===== config.mk =====
export PLATFORM = sky130hd
export DESIGN_NAME = entropy_byte_pool_fifo
export DESIGN_NICKNAME = d
export VERILOG_FILES = /design/src/hw/rtl/ebpf_pkg.sv /design/src/hw/rtl/entropy_byte_pool_fifo.sv
export SDC_FILE = /design/constraint.sdc
export NUM_CORES = 2
export LEC_CHECK = 0
export BUFFER_PORTS_ARGS = -buffer_cell sky130_fd_sc_hd__buf_2
export CORE_MARGIN = 10
export CORE_UTILIZATION = 57
export CTS_CLUSTER_DIAMETER = 100
export DETAILED_ROUTE_END_ITERATION = 12
export PLACE_DENSITY = 0.76
export SYNTH_ARGS = -nofsm -noshare
export SYNTH_HDL_FRONTEND = slang
export SYNTH_SLANG_ARGS = --single-unit

===== constraint.sdc =====
create_clock -name i_clk -period 5.7 [get_ports i_clk]
set_input_delay 1.14 -clock i_clk [delete_from_list [all_inputs] [get_ports i_clk]]
set_output_delay 1.14 -clock i_clk [all_outputs]
set_load 0.03 [all_outputs]

===== src/hw/rtl/ebpf_pkg.sv =====
package ebpf_pkg;

    localparam int PoolDepth = 64;
    localparam int PtrW      = $clog2(PoolDepth);
    localparam int CntW      = $clog2(PoolDepth + 1);
    localparam int WordW     = 32;
    localparam int ByteW     = 8;
    localparam int OutCntW   = 7;
    localparam int PctProdW  = CntW + 7;
    localparam int OutDataW  = ((WordW + 2 * OutCntW + 7) / 8) * 8;

    typedef enum logic {
        t_op_harvest = 1'b0,
        t_op_pop     = 1'b1
    } t_op;

    typedef logic [PtrW-1:0] t_ptr;
    typedef logic [CntW-1:0] t_cnt;

    localparam t_ptr LastPtr   = t_ptr'(PoolDepth - 1);
    localparam t_cnt FullCount = t_cnt'(PoolDepth);

    function automatic t_ptr next_ptr(input t_ptr p);
        return (p == LastPtr) ? '0 : t_ptr'(p + 1'b1);
    endfunction

    function automatic logic [OutCntW-1:0] percent_of(input t_cnt c);
        logic [PctProdW-1:0] prod;
        prod = PctProdW'(c) * PctProdW'(100);
        return OutCntW'(prod / PoolDepth);
    endfunction

endpackage


===== src/hw/rtl/entropy_byte_pool_fifo.sv =====
// Entropy byte pool. Harvest and pop requests arrive on the slave stream; the
// tuser bit selects the request (0 harvests tdata[7:0], 1 pops one word).
// A harvest packs the byte little-endian into a 32-bit word while the
// hysteresis gate is open; every fourth byte pushes the word into a 64-entry
// pool memory. The gate closes when the pool is full and reopens on the first
// harvest that finds it empty. A harvest produces no transaction on the
// master stream.
// A pop produces one master transaction in the cycle after acceptance: the
// oldest word (zero if the pool was empty), the empty flag in tuser, and the
// fill count and integer percent full after the pop.
// One request per cycle unless stalled; the pool memory has one write and one
// registered read port, and the read data register is the result register.
// If the receiver stalls with a result pending, tready drops and the result
// holds until it is taken. Reset empties the pool, clears the packer, opens
// the gate and clears the pending result; no clearing pass is needed.
module entropy_byte_pool_fifo (
    input  logic                             i_clk,
    input  logic                             i_rst_n,
    input  logic                             i_s_axis_tvalid,
    output logic                             o_s_axis_tready,
    // sample_byte
    input  logic [ebpf_pkg::ByteW-1:0]       i_s_axis_tdata,
    // op
    input  logic                             i_s_axis_tuser,
    output logic                             o_m_axis_tvalid,
    input  logic                             i_m_axis_tready,
    // word, fill_count, fill_percent, zero padding
    output logic [ebpf_pkg::OutDataW-1:0]    o_m_axis_tdata,
    // was_empty
    output logic                             o_m_axis_tuser
);

    logic [ebpf_pkg::WordW-1:0]   r_mem [ebpf_pkg::PoolDepth];
    logic [ebpf_pkg::WordW-1:0]   r_word;
    ebpf_pkg::t_ptr               r_rptr, n_rptr;
    ebpf_pkg::t_ptr               r_wptr, n_wptr;
    ebpf_pkg::t_cnt               r_count, n_count;
    logic [23:0]                  r_partial, n_partial;
    logic [1:0]                   r_nbytes, n_nbytes;
    logic                         r_gate, n_gate;
    logic                         r_out_valid, n_out_valid;
    logic                         r_empty, n_empty;
    logic [ebpf_pkg::OutCntW-1:0] r_fill, n_fill;
    logic [ebpf_pkg::OutCntW-1:0] r_pct, n_pct;
    logic                         in_acc, is_pop, is_harv, push, do_pop;
    logic [ebpf_pkg::WordW-1:0]   push_word;

    assign o_s_axis_tready = !r_out_valid || i_m_axis_tready;
    assign in_acc  = i_s_axis_tvalid && o_s_axis_tready;
    assign is_pop  = in_acc && (ebpf_pkg::t_op'(i_s_axis_tuser) == ebpf_pkg::t_op_pop);
    assign is_harv = in_acc && (ebpf_pkg::t_op'(i_s_axis_tuser) == ebpf_pkg::t_op_harvest);
    assign do_pop  = is_pop && (r_count != '0);
    assign push_word = {i_s_axis_tdata, r_partial};

    always_comb begin
        n_rptr      = r_rptr;
        n_wptr      = r_wptr;
        n_count     = r_count;
        n_partial   = r_partial;
        n_nbytes    = r_nbytes;
        n_gate      = r_gate;
        n_out_valid = r_out_valid && !i_m_axis_tready;
        n_empty     = r_empty;
        n_fill      = r_fill;
        n_pct       = r_pct;
        push        = 1'b0;
        if (is_harv) begin
            if (r_count >= ebpf_pkg::FullCount) begin
                n_gate = 1'b0;
            end else if (r_count == '0) begin
                n_gate = 1'b1;
            end
            if (n_gate) begin
                if (r_nbytes == 2'd3) begin
                    n_partial = '0;
                    n_nbytes  = '0;
                    if (r_count < ebpf_pkg::FullCount) begin
                        push    = 1'b1;
                        n_wptr  = ebpf_pkg::next_ptr(r_wptr);
                        n_count = ebpf_pkg::t_cnt'(r_count + 1'b1);
                    end
                end else begin
                    n_partial = r_partial | (24'(i_s_axis_tdata) << {r_nbytes, 3'b000});
                    n_nbytes  = 2'(r_nbytes + 1'b1);
                end
            end
        end
        if (is_pop) begin
            n_out_valid = 1'b1;
            n_empty     = (r_count == '0);
            if (do_pop) begin
                n_rptr  = ebpf_pkg::next_ptr(r_rptr);
                n_count = ebpf_pkg::t_cnt'(r_count - 1'b1);
            end
            n_fill = ebpf_pkg::OutCntW'(n_count);
            n_pct  = ebpf_pkg::percent_of(n_count);
        end
    end

    always_ff @(posedge i_clk) begin
        if (!i_rst_n) begin
            r_rptr      <= '0;
            r_wptr      <= '0;
            r_count     <= '0;
            r_partial   <= '0;
            r_nbytes    <= '0;
            r_gate      <= 1'b1;
            r_out_valid <= 1'b0;
        end else begin
            r_rptr      <= n_rptr;
            r_wptr      <= n_wptr;
            r_count     <= n_count;
            r_partial   <= n_partial;
            r_nbytes    <= n_nbytes;
            r_gate      <= n_gate;
            r_out_valid <= n_out_valid;
        end
    end

    always_ff @(posedge i_clk) begin
        r_empty <= n_empty;
        r_fill  <= n_fill;
        r_pct   <= n_pct;
    end

    always_ff @(posedge i_clk) begin
        if (push) begin
            r_mem[r_wptr] <= push_word;
        end
        if (is_pop) begin
            r_word <= do_pop ? r_mem[r_rptr] : '0;
        end
    end

    assign o_m_axis_tvalid = r_out_valid;
    assign o_m_axis_tuser  = r_empty;
    assign o_m_axis_tdata  = ebpf_pkg::OutDataW'({r_pct, r_fill, r_word});

    // The occupancy never exceeds the pool depth.
    a_count_range: assert property (@(posedge i_clk) disable iff (!i_rst_n)
        r_count <= ebpf_pkg::FullCount)
        else $error("pool count above depth");

    // The pointers and the count stay consistent.
    a_ptr_count: assert property (@(posedge i_clk) disable iff (!i_rst_n)
        ebpf_pkg::t_ptr'(r_wptr - r_rptr) == ebpf_pkg::t_ptr'(r_count))
        else $error("pointers disagree with count");

    // A pop on an empty pool reports empty with a zero word and zero fill.
    a_empty_pop: assert property (@(posedge i_clk) disable iff (!i_rst_n)
        (is_pop && r_count == '0) |=>
            (o_m_axis_tvalid && o_m_axis_tuser && r_word == '0 && r_fill == '0))
        else $error("empty pop result wrong");

    // A pop on a non-empty pool reports one word fewer.
    a_pop_count: assert property (@(posedge i_clk) disable iff (!i_rst_n)
        do_pop |=> (!o_m_axis_tuser && r_count == ebpf_pkg::t_cnt'($past(r_count) - 1'b1)))
        else $error("pop did not remove one word");

    // A harvest never creates a new result transaction.
    a_harv_quiet: assert property (@(posedge i_clk) disable iff (!i_rst_n)
        (is_harv && !r_out_valid) |=> !o_m_axis_tvalid)
        else $error("harvest produced a result");

endmodule


## Word level (Yosys, flattened, before mapping)

Memory sizes are Yosys's and may differ from the RTL's. A register that Yosys moved wholly into a read port is not among the register bits.
Index checks and enable logic that the tools add are counted.

- Add/subtract/negate cells: 5
- Multiply operators: 1
- Magnitude comparators: 2
- Equality and inequality tests: 3
- Shift operators: 1
- Mux-type cells: 21
- Bitwise operators: 2
- Reductions and logical operators: 14

Operators by type and width:

| operator | count |
|---|---|
| $mux 7 | 7 |
| $mux 24 | 1 |
| $or 24x24->24 | 1 |
| $shl 8x5->24 | 1 |
| $add 6x1->6 const B | 2 |
| $eq 6x6->1 const B | 2 |
| $mux 6 | 2 |
| $mul 7x5->11 const B | 1 |
| $mux 1 | 10 |
| $add 7x1->7 const B | 1 |
| $ge 7x7->1 const B | 1 |
| $logic_not 7->1 | 1 |
| $lt 7x7->1 const B | 1 |
| $reduce_bool 7->1 | 1 |
| $sub 7x1->7 const B | 1 |
| $logic_and 1x1->1 | 5 |
| $reduce_and 2->1 | 2 |
| $reduce_and 4->1 | 1 |
| $logic_not 1->1 | 3 |
| $add 2x1->2 const B | 1 |
| $eq 2x2->1 const B | 1 |
| $mux 2 | 1 |
| $logic_or 1x1->1 | 1 |
| $not 1->1 | 1 |

- Register bits after elaboration: 62
- Bits in writable memories: 2048
- Input port bits: 13
- Output and inout port bits: 51
- Logic and storage cells: 60
- Memories kept: 1

Memories:

| memory | depth | width | read ports | clocked after Yosys merged registers in | wr ports | RTL line | text |
|---|---|---|---|---|---|---|---|
| r_mem | 64 | 32 | 1 | 1 | 1 | entropy_byte_pool_fifo.sv:33 | `logic [ebpf_pkg::WordW-1:0] r_mem [ebpf_pkg::PoolDepth];` |

## Depth between registers and ports, before layout

- Depth in word-level cells: 10
- Depth in mapped cells: 17
- Depth with buffers taken out: 17

## Worst setup path before layout

No wires, ideal clock.

- Kind: input to register
- Start: input i_m_axis_tready
- End: register r_pct[6] (netlist name) (data pin)
- Setup time: 0.259 ns
- Data arrival time: 5.550 ns
- Required time: 5.441 ns
- Slack: -0.109 ns
- Stages: 16
- Cells stage by stage: nand2b_1 > clkbuf_2 > nand3_1 > clkinv_1 > a211oi_1 > a32oi_1 > xnor2_1 > ha_1 > ha_1 > fa_1 > ha_1 > a21o_1 > a21oi_1 > o21bai_1 > a21oi_1 > xnor2_1

- Word-level cells in the longest chain between the ends: 7

RTL lines:

| item | RTL line | text |
|---|---|---|
| start: declaration | entropy_byte_pool_fifo.sv:26 | `input logic i_m_axis_tready,` |
| $logic_or 1x1->1 (*) | entropy_byte_pool_fifo.sv:48 | `assign o_s_axis_tready = !r_out_valid \|\| i_m_axis_tready;` |
| named net o_s_axis_tready | entropy_byte_pool_fifo.sv:20 | `output logic o_s_axis_tready,` |
| $logic_and 1x1->1 (*) | entropy_byte_pool_fifo.sv:49 | `assign in_acc = i_s_axis_tvalid && o_s_axis_tready;` |
| $logic_and 1x1->1 (on tied branches) | entropy_byte_pool_fifo.sv:51, entropy_byte_pool_fifo.sv:50 |  |
| $mux 7 / $logic_and 1x1->1 (equally long branches) | entropy_byte_pool_fifo.sv:67, entropy_byte_pool_fifo.sv:52 |  |
| $mux 7 (*) | entropy_byte_pool_fifo.sv:91 | `if (do_pop) begin` |
| $mux 7 (*) | entropy_byte_pool_fifo.sv:88 | `if (is_pop) begin` |
| $mul 7x5->11 (*) | ebpf_pkg.sv:29 | `prod = PctProdW'(c) * PctProdW'(100);` |
| end signal: assignment | entropy_byte_pool_fifo.sv:123 | `r_pct <= n_pct;` |
| end: declaration | entropy_byte_pool_fifo.sv:44 | `logic [ebpf_pkg::OutCntW-1:0] r_pct, n_pct;` |

Mark *: on every way through the listed nets, which the timed path passes. The rest lies on a longest branch. The select of a mux whose other input is x is not followed.
A chain may end at the register's enable or synchronous reset.

## Worst setup path in the final report

- Start: register r_count[0]
- End: register r_pct[6] (netlist name) (data pin)

- Word-level cells in the longest chain between the ends: 9

RTL lines:

| item | RTL line | text |
|---|---|---|
| start: declaration | entropy_byte_pool_fifo.sv:37 | `ebpf_pkg::t_cnt r_count, n_count;` |
| start signal: assignment | entropy_byte_pool_fifo.sv:112 | `r_count <= n_count;` |
| parallel branches: the longest is 6 deep, another holds $add 7x1->7 | n/a |  |
| $mux 7 (*) | entropy_byte_pool_fifo.sv:91 |  |
| $mux 7 (*) | entropy_byte_pool_fifo.sv:88 |  |
| $mul 7x5->11 (*) | ebpf_pkg.sv:29 |  |

Mark *: on every way between the ends. The select of a mux whose other input is x is not followed.

==> run metrics <==
CP startpoint=r_count[0]$_SDFF_PN0_; Reg clk slew, reported paths=0.06 ns; Critical Path AT=5.11 ns; Via Count=41,170; worst setup path class=register to register; GRT Total Usage=26.32%; Finish-stage setup viols=0; Synth Area per Inst=21.83 µm²; reg2reg start=r_count[0]$_SDFF_PN0_; DPL Wire Length=121,800 µm; CTS Sinks=2,142; Die Width=398.8 µm; Placeable Area=0.1421 mm²; vias in the first global route=40,500; outcome=finished, final reports clean; Mapped Cells=3,747; P&R area growth vs syn=12.38%; Max VDD drop=0.3348 mV; Synth top area share=76.90%; Cell variety after synth=73; top post-synthesis cells by area=edfxtp_1 (77%), mux4_2 (14%), dfxtp_1 (1.2%), mux2i_1 (0.87%), nand2_1 (0.63%); CP startpoint kind=register; worst-margin pin slew=1.259 ns; CP Max Fanout=9; fin area=0.09194 mm²; placed cell areas=0.08535 mm²; Post-CTS Setup Inserts=0; DRT met1 WL=74,730 µm; fmax=221.4 MHz; Critical Path Sink Type=register; Max-Cap Viols=0; GRT overflow=0; Final Max Tran Viols=0; DR DRC count=0; CTS H-tree lvls=4; ant diodes=0; Primary FF master, synth=edfxtp_1; leakage power=27.27 nW; fin crit share=79.25%; NumNets Final=3,990; R2R depth=16; Die Ht=398.8 µm; RSZ-0062 raised after global routing=no; WHS=0.4451 ns; first-pass GRT wire length=300,100 µm; Rel. slew slack=15.42%; total chip power=33.38 mW; fill count=8,893; share of cells above drive strength 1=27.51%; initial antenna violation count=2; Via-to-Cell Ratio=6.856; r2r setup slk=1.18 ns; final setup TNS=0 ns; # IOs=64; cts hold-fix bufs=0; Synth async-reset ratio=0%; mapped cell area=0.08181 mm²; Seq/Total Area, Yosys=78.05%; most frequent cells in the layout=edfxtp_1 (2,095), mux4_2 (494), clkbuf_16 (204); Critical Path Sink=r_pct[6]$_DFFE_PN_; Root Driver=clkbuf_16; # rows=138; met2 wire len=98,610 µm; worst flop-to-flop path endpoint=r_pct[6]$_DFFE_PN_; min Tclk post-route=4.517 ns; cell accounting for the most synthesized area=edfxtp_1; pre-CTS WS=0.5359 ns; CP required=6.29 ns; Cell Pwr Density=363.0 mW/mm²; largest net degree at the start of global routing=102; final hold vios=0; min setup slack post-route=1.183 ns; met3 wire len=22,680 µm; Top Metal Used=met4; clock buffer depth=3; worst skew pair latency=0.84 ns; Initial Utilization=57.57%; post-DR wirelength/cell=34.61 µm; RD Place Congestion=0.8968; Post-synth EDFFs=2,095; final WL=207,900 µm; PortBufs=61; Seq cells post-synth=2,142; Hold Path Class=register to register; drt first-iter violations=6,102; Antenna Nets Post-Route=0; most common cell after layout, fill and taps aside=edfxtp_1; YS warnings=0; Clock Skew=0.02395 ns; cts bufs inserted=202; Resize count post-CTS=0; CTS tree=built; drt pass-1 iters=6; die area=0.1591 mm²
-- through the flow --
step,util (%),instances
floorplan,-,3748
global placement,60.06,5634
detailed placement,60.06,5634
CTS,64.70,6005
global route,64.70,6005
finish,64.70,6005
-- power breakdown --
group / switching [mW] / internal (mW) / total [mW]
clock network: 5.81 / 7.63 / 13.4
logic: 1.50 / 0.943 / 2.44
registers: 0.130 / 17.4 / 17.5
total: 7.44 / 25.9 / 33.4
-- cells by family after synthesis --
logic type      Yosys count  synth area share (%)
simple gates            430                 2.491
buf+inv                 232                 1.352
flops                  2142                 78.05
other cells               1              0.004584
fa+ha+maj                29                0.4619
compound gates          320                 2.842
xor+xnor                 18                0.1927
mux                     575                 14.61
-- critical path, stage by stage, from the launching register on --
cell	delay (ns)
dfxtp_1	0.46
inv_1	0.10
ha_1	0.24
nor3b_2	0.18
a21o_2	0.27
and3_1	0.28
a32oi_1	0.36
xnor2_1	0.25
ha_1	0.30
ha_1	0.28
fa_1	0.44
ha_1	0.33
a21o_1	0.19
a21oi_1	0.22
o21bai_1	0.09
a21oi_1	0.17
xnor2_1	0.09
-- registers in the layout (all words and copies together) (netlist names) --
name	flops
r_nbytes	2
r_pct	7
r_fill	7
r_rptr	6
r_count	7
r_mem	2048
o_m_axis_tuser	1
r_partial	24
r_word	32
r_gate	1
o_m_axis_tvalid	1
r_wptr	6
-- routing by layer --
layer	vias up	GRT usage (%)
li1	16220	-
met1	21440	36.22
met2	2999	40.32
met3	508	5.568
met4	0	13.23
met5	-	0
-- cell usage after synthesis, drive strengths merged (20+ instances only) --
cell / count
mux2i: 71
nand2: 139
o22ai: 57
ha: 27
a21oi: 45
nor2: 118
a22o: 22
nand4: 25
a221oi: 20
nand3: 58
nor3: 23
a22oi: 55
mux4: 494
clkbuf: 92
edfxtp: 2095
buf: 131
dfxtp: 47
-- final cells by class --
type,instances,area [µm²],share of cell area (%)
Timing Repair Buffer,219,1654,1.799
Multi-Input combinational cell,1374,17390,18.91
Clock inverter,136,1340,1.458
Sequential cell,2142,63900,69.50
Clock buffer,235,5251,5.712
Inverter,9,37.54,0.04083
Tap cell,1890,2365,2.572
-- worst min path at each step --
stage,slack (ns),depth (start not counted),from,to
after global routing,0.46,0,r_partial[18]$_SDFFE_PN0P_,r_mem[10][18]$_DFFE_PP_
after floorplan,0.48,2,r_gate$_SDFFE_PN1N_,r_gate$_SDFFE_PN1N_
final,0.45,0,r_partial[18]$_SDFFE_PN0P_,r_mem[10][18]$_DFFE_PP_
after detailed placement,0.42,0,r_partial[18]$_SDFFE_PN0P_,r_mem[10][18]$_DFFE_PP_
after global placement,0.43,0,r_partial[18]$_SDFFE_PN0P_,r_mem[10][18]$_DFFE_PP_
after CTS,0.46,0,r_partial[10]$_SDFFE_PN0P_,r_mem[25][10]$_DFFE_PP_
(Power assumes the default switching activity.)
